**src/hw/rtl/setq_pkg.sv**
```systemverilog
// setq_pkg: sizes, codes and shared types of the sorted expiry timer queue
// no dependencies; used by the interfaces, the cell and the top level

package setq_pkg;

    // storage sizes
    localparam int CAPACITY  = 64;
    localparam int TIME_BITS = 32;
    localparam int ID_BITS   = 16;
    localparam int CNT_BITS  = $clog2(CAPACITY + 1);

    // port field widths
    localparam int REQ_W    = 2;
    localparam int ID_W     = 16;
    localparam int TIME_W   = 32;
    localparam int STATUS_W = 3;
    localparam int OCC_W    = 7;

    // request codes
    typedef enum logic [REQ_W-1:0] {
        REQ_ADD    = 2'd0,
        REQ_ADJUST = 2'd1,
        REQ_DELETE = 2'd2,
        REQ_TICK   = 2'd3
    } t_req;

    // result status codes
    typedef enum logic [STATUS_W-1:0] {
        ST_OK        = 3'd0,
        ST_FULL      = 3'd1,
        ST_NOT_FOUND = 3'd2,
        ST_DUPLICATE = 3'd3,
        ST_EXPIRED   = 3'd4,
        ST_NONE_DUE  = 3'd5
    } t_status;

    // one stored timer
    typedef struct packed {
        logic [TIME_BITS-1:0] expiry;
        logic [ID_BITS-1:0]   ident;
    } t_entry;

    // per-cell load select for one cycle
    typedef struct packed {
        logic take_new;
        logic take_left;
        logic take_right;
    } t_cell_ctl;

endpackage

```
**src/hw/rtl/setq_cell.sv**
```systemverilog
// setq_cell: one slot of the sorted chain, holds a timer and compares it to the key
// depends on setq_pkg for the entry and control types

module setq_cell (
    input  logic                            i_clk,
    input  setq_pkg::t_cell_ctl             i_ctl,
    input  logic                            i_occ,
    input  logic [setq_pkg::TIME_BITS-1:0]  i_key_time,
    input  logic [setq_pkg::ID_BITS-1:0]    i_key_id,
    input  setq_pkg::t_entry                i_left,
    input  setq_pkg::t_entry                i_right,
    output setq_pkg::t_entry                o_entry,
    output logic                            o_gt,
    output logic                            o_hit
);

    setq_pkg::t_entry r_entry;
    setq_pkg::t_entry n_entry;

    // empty slots count as later than any key, so inserts land at the end
    assign o_gt    = !i_occ || (r_entry.expiry > i_key_time);
    assign o_hit   = i_occ && (r_entry.ident == i_key_id);
    assign o_entry = r_entry;

    // load from the key, a neighbor, or hold
    always_comb begin
        n_entry = r_entry;
        if (i_ctl.take_new) begin
            n_entry.expiry = i_key_time;
            n_entry.ident  = i_key_id;
        end else if (i_ctl.take_left) begin
            n_entry = i_left;
        end else if (i_ctl.take_right) begin
            n_entry = i_right;
        end
    end

    always_ff @(posedge i_clk) begin
        r_entry <= n_entry;
    end

endmodule

```
**config.mk**
```make
export PLATFORM = sky130hd
export DESIGN_NAME = setq_cell
export DESIGN_NICKNAME = d
export VERILOG_FILES = /design/src/hw/rtl/setq_pkg.sv /design/src/hw/rtl/setq_cell.sv
export SDC_FILE = /design/constraint.sdc
export NUM_CORES = 1
export LEC_CHECK = 0
export BUFFER_PORTS_ARGS = -buffer_cell sky130_fd_sc_hd__buf_2
export CAP_MARGIN = 20
export CORE_MARGIN = 3
export CORE_UTILIZATION = 40
export DETAILED_ROUTE_END_ITERATION = 10
export PLACE_DENSITY = 0.73
export SYNTH_ARGS = -nofsm -noshare
export SYNTH_HDL_FRONTEND = slang
export SYNTH_SLANG_ARGS = --single-unit
```
**constraint.sdc**
```tcl
create_clock -name i_clk -period 2.8 [get_ports i_clk]
set_input_delay 0.42 -clock i_clk [delete_from_list [all_inputs] [get_ports i_clk]]
set_output_delay 0.42 -clock i_clk [all_outputs]
set_load 0.005 [all_outputs]
```
==> out/metrics.yaml <==
finish:
  largest_register_ffs: 48
  drive_gt1_share_pct: 39.15
  nFillCells: 792
  postLayoutCellArea_sq_mm: 0.004649
  fin_nets: 724
  area_delta_synth_final_pct: 35.62
  diodes: 0
detailed_routing:
  dr.pass1.iters: 4
  detail_route.wl_per_cell_um: 14.28
  num_vias: 3205
  antenna_left: 0
  totalWireLength_mm: 9.269
  initialDrtViolationCount: 108
  routed_via_density: 4.938
  drc_errors: 0
floorplan:
  rows: 33
  die_width_um: 98.58
  coreArea_sq_mm: 0.008258
  fp.dieH_um: 98.58
  initial_utilization_pct: 41.52
  io_pins: 199
  dieArea_sq_mm: 0.009718
global_routing:
  grt_max_degree: 97
  grt_util_met1_pct: 21.85
  gr-usage-all-layers_pct: 18.37
  grt_pass1_vias: 3166
  grt_most_used_layer: "met2"
  grt_overflow: 0
  use_met3_pct: 4.105
  antenna_found_initial: 0
  grt_pass1_wl_mm: 14.63
  grt_util_met2_pct: 34.01
timing:
  drv_slew: 0
  fmax_mhz: 377.9
  whs_ps: 410.2
  slew_headroom_pct: 41.99
  period_minus_slack_ps: 2647
  setup_viol: 0
  worst_pin_slew_ps: 870.2
  hold_viol: 0
  min_period_over_period_pct: 94.52
synthesis:
  syn_area_per_cell_sq_um: 9.767
  synth_common_cells: "57 x nand2_1, 48 x edfxtp_1, 48 x mux2i_1, 48 x o21ai_1, 33 x inv_1"
  synth-edff-count: 48
  ys_seq_area_share_pct: 42.04
  synth_area_leader_cell: "edfxtp_1"
  synthArstFlopShare_pct: 0
  ys.warnings.count: 0
  synth.most_common_cell: "nand2_1"
  synth.distinct_cells: 31
  postSynthCellCount: 351
  syn_nets: 532
  synth_area_sq_mm: 0.003428
  yosysTopAreaCellShare_pct: 42.04
  synth-main-ff-cell: "edfxtp_1"
  ys_ff_latch: 48
  netlist_top_cells_area: "edfxtp_1 42%, mux2i_1 14%, ha_1 12%, o21ai_1 7.0%, nand2_1 6.2%"
critical_path:
  slowest_stage: "edfxtp_1"
  crit_buf_inv: 1
  critPathKind: "reg2out"
  end_kind: "output pin"
  critPathLaunchType: "flip-flop"
  worst_ep_arrival_time_ps: 2230
  required_ps: 2380
  critPathMaxStageDelay_ps: 440
  cp_max_fo: 3
  cp_cell_sequence: "ha_4 > nand4_2 > nor4_4 > a21bo_1 > a31oi_1 > o22a_1 > buf_2"
  crit_family: "compound AO/OA/AOI/OAI gates"
flow_run:
  drv_cap: 0
clock_network:
  root_buffer: "clkbuf_8"
  h-tree-depth: 2
  cts_buffers: 5
  ctsLongestPathBuffers: 2
  ctsHoldBuffers: 0
  cts_sinks: 48
  clk_pin_slew_worst_paths_ps: 90
  cts_tree: "done"
power_and_ir_drop:
  comb_power_share_pct: 28.2
  p_seq_share_pct: 46.8
  switching_share_pct: 28.43
  powerDensity_mw_per_mm2: 432.3
  p_sw_uw: 571.3
  total_power_mw: 2.010
  p_int_mw: 1.438
  peakVddDrop_mv: 0.2128
  p_clk_share_pct: 25.0
  p_leak_nw: 2.394
worst_hold_path:
  hold_start: "i_key_time[24]"
  whs_path_depth: 3
  holdCritPathClass: "in2reg"
  min_to: "o_entry[40]$_DFFE_PP_"
place:
  io_buffer_count: 198
  hpwl_mm: 7.496
  placed_area_sq_mm: 0.004493
  gp_congestion: 0.7722
run_status:
  run_status: "finished clean"
-- cells in the final DEF (no fill, tap or decap), types with 4 or more instances in the layout --
cell type / netlist / routed
ha_1: 32 / 31
xnor2_1: 12 / 12
o21ai_1: 48 / 48
nand4_1: 9 / 9
o21ai_0: 4 / 4
buf_2: 5 / 198
nand2_1: 57 / 57
nand3_1: 6 / 6
mux2i_1: 48 / 48
edfxtp_1: 48 / 48
a21oi_1: 12 / 12
clkbuf_8: 0 / 5
inv_1: 33 / 33
xor2_1: 4 / 4
-- cells by family (layout without fill, tap and decap cells) --
family | after synthesis | in the layout | synth area share, %
compound gates | 71 | 71 | 11.02
xor+xnor | 16 | 16 | 4.087
fa+ha+maj | 32 | 32 | 11.68
buf+inv | 51 | 244 | 5.876
flops | 48 | 48 | 42.04
mux | 48 | 48 | 14.01
simple gates | 85 | 85 | 11.28
-- cell type report --
cell class / instances / area [sq um] / share of cell area (%)
Inverter: 34 / 127.6 / 2.745
Tap cell: 105 / 131.4 / 2.826
Clock inverter: 2 / 35.03 / 0.7535
Clock buffer: 6 / 72.57 / 1.561
Timing Repair Buffer: 202 / 1033 / 22.23
Sequential cell: 48 / 1441 / 31.00
Multi-Input combinational cell: 252 / 1808 / 38.89
-- stage by stage --
stage                     std cells  utilization (%)  TNS (ps)  worst slack (ps)
final                           649            56.30         0             153.5
after detailed placement        639            54.41         0             328.6
after global routing            649            56.30    -20.53            -20.53
after global placement          639            54.41         0             387.9
after CTS                       647            55.71         0             100.5
after floorplan                 351                -         0             483.4
-- timing repair --
item,4_1_cts,5_1_grt
gates resized for setup,0,2
setup buffers,0,1
setup endpoints to repair,0,1
-- worst max-delay path by stage --
stage / from / endpoint / cells past startpoint
after floorplan: i_ctl[1] / o_entry[0]$_DFFE_PP_ / 3
after global placement: i_key_time[11] / o_gt / 9
after detailed placement: i_key_time[11] / o_gt / 9
after CTS: o_entry[27]$_DFFE_PP_ / o_gt / 7
after global routing: o_entry[30]$_DFFE_PP_ / o_gt / 7
final: o_entry[30]$_DFFE_PP_ / o_gt / 7
-- power groups by stage --
stage	sequential (mW)	clock [mW]	combinational (mW)
3_5_place_dp	0.957	0	0.563
6_report	0.940	0.503	0.567
5_1_grt	0.952	0.548	0.645
3_3_place_gp	0.952	0	0.550
4_1_cts	0.942	0.519	0.565
2_1_floorplan	0.959	0	0.283
-- layer usage --
| layer | vias to the layer above | share of wire (%) |
|---|---|---|
| met4 | 0 | 0.97 |
| met1 | 1442 | 41 |
| li1 | 1639 | - |
| met3 | 7 | 7.2 |
| met2 | 117 | 51 |
| met5 | - | 0 |
No activity file was read; power rests on OpenSTA's default activity.
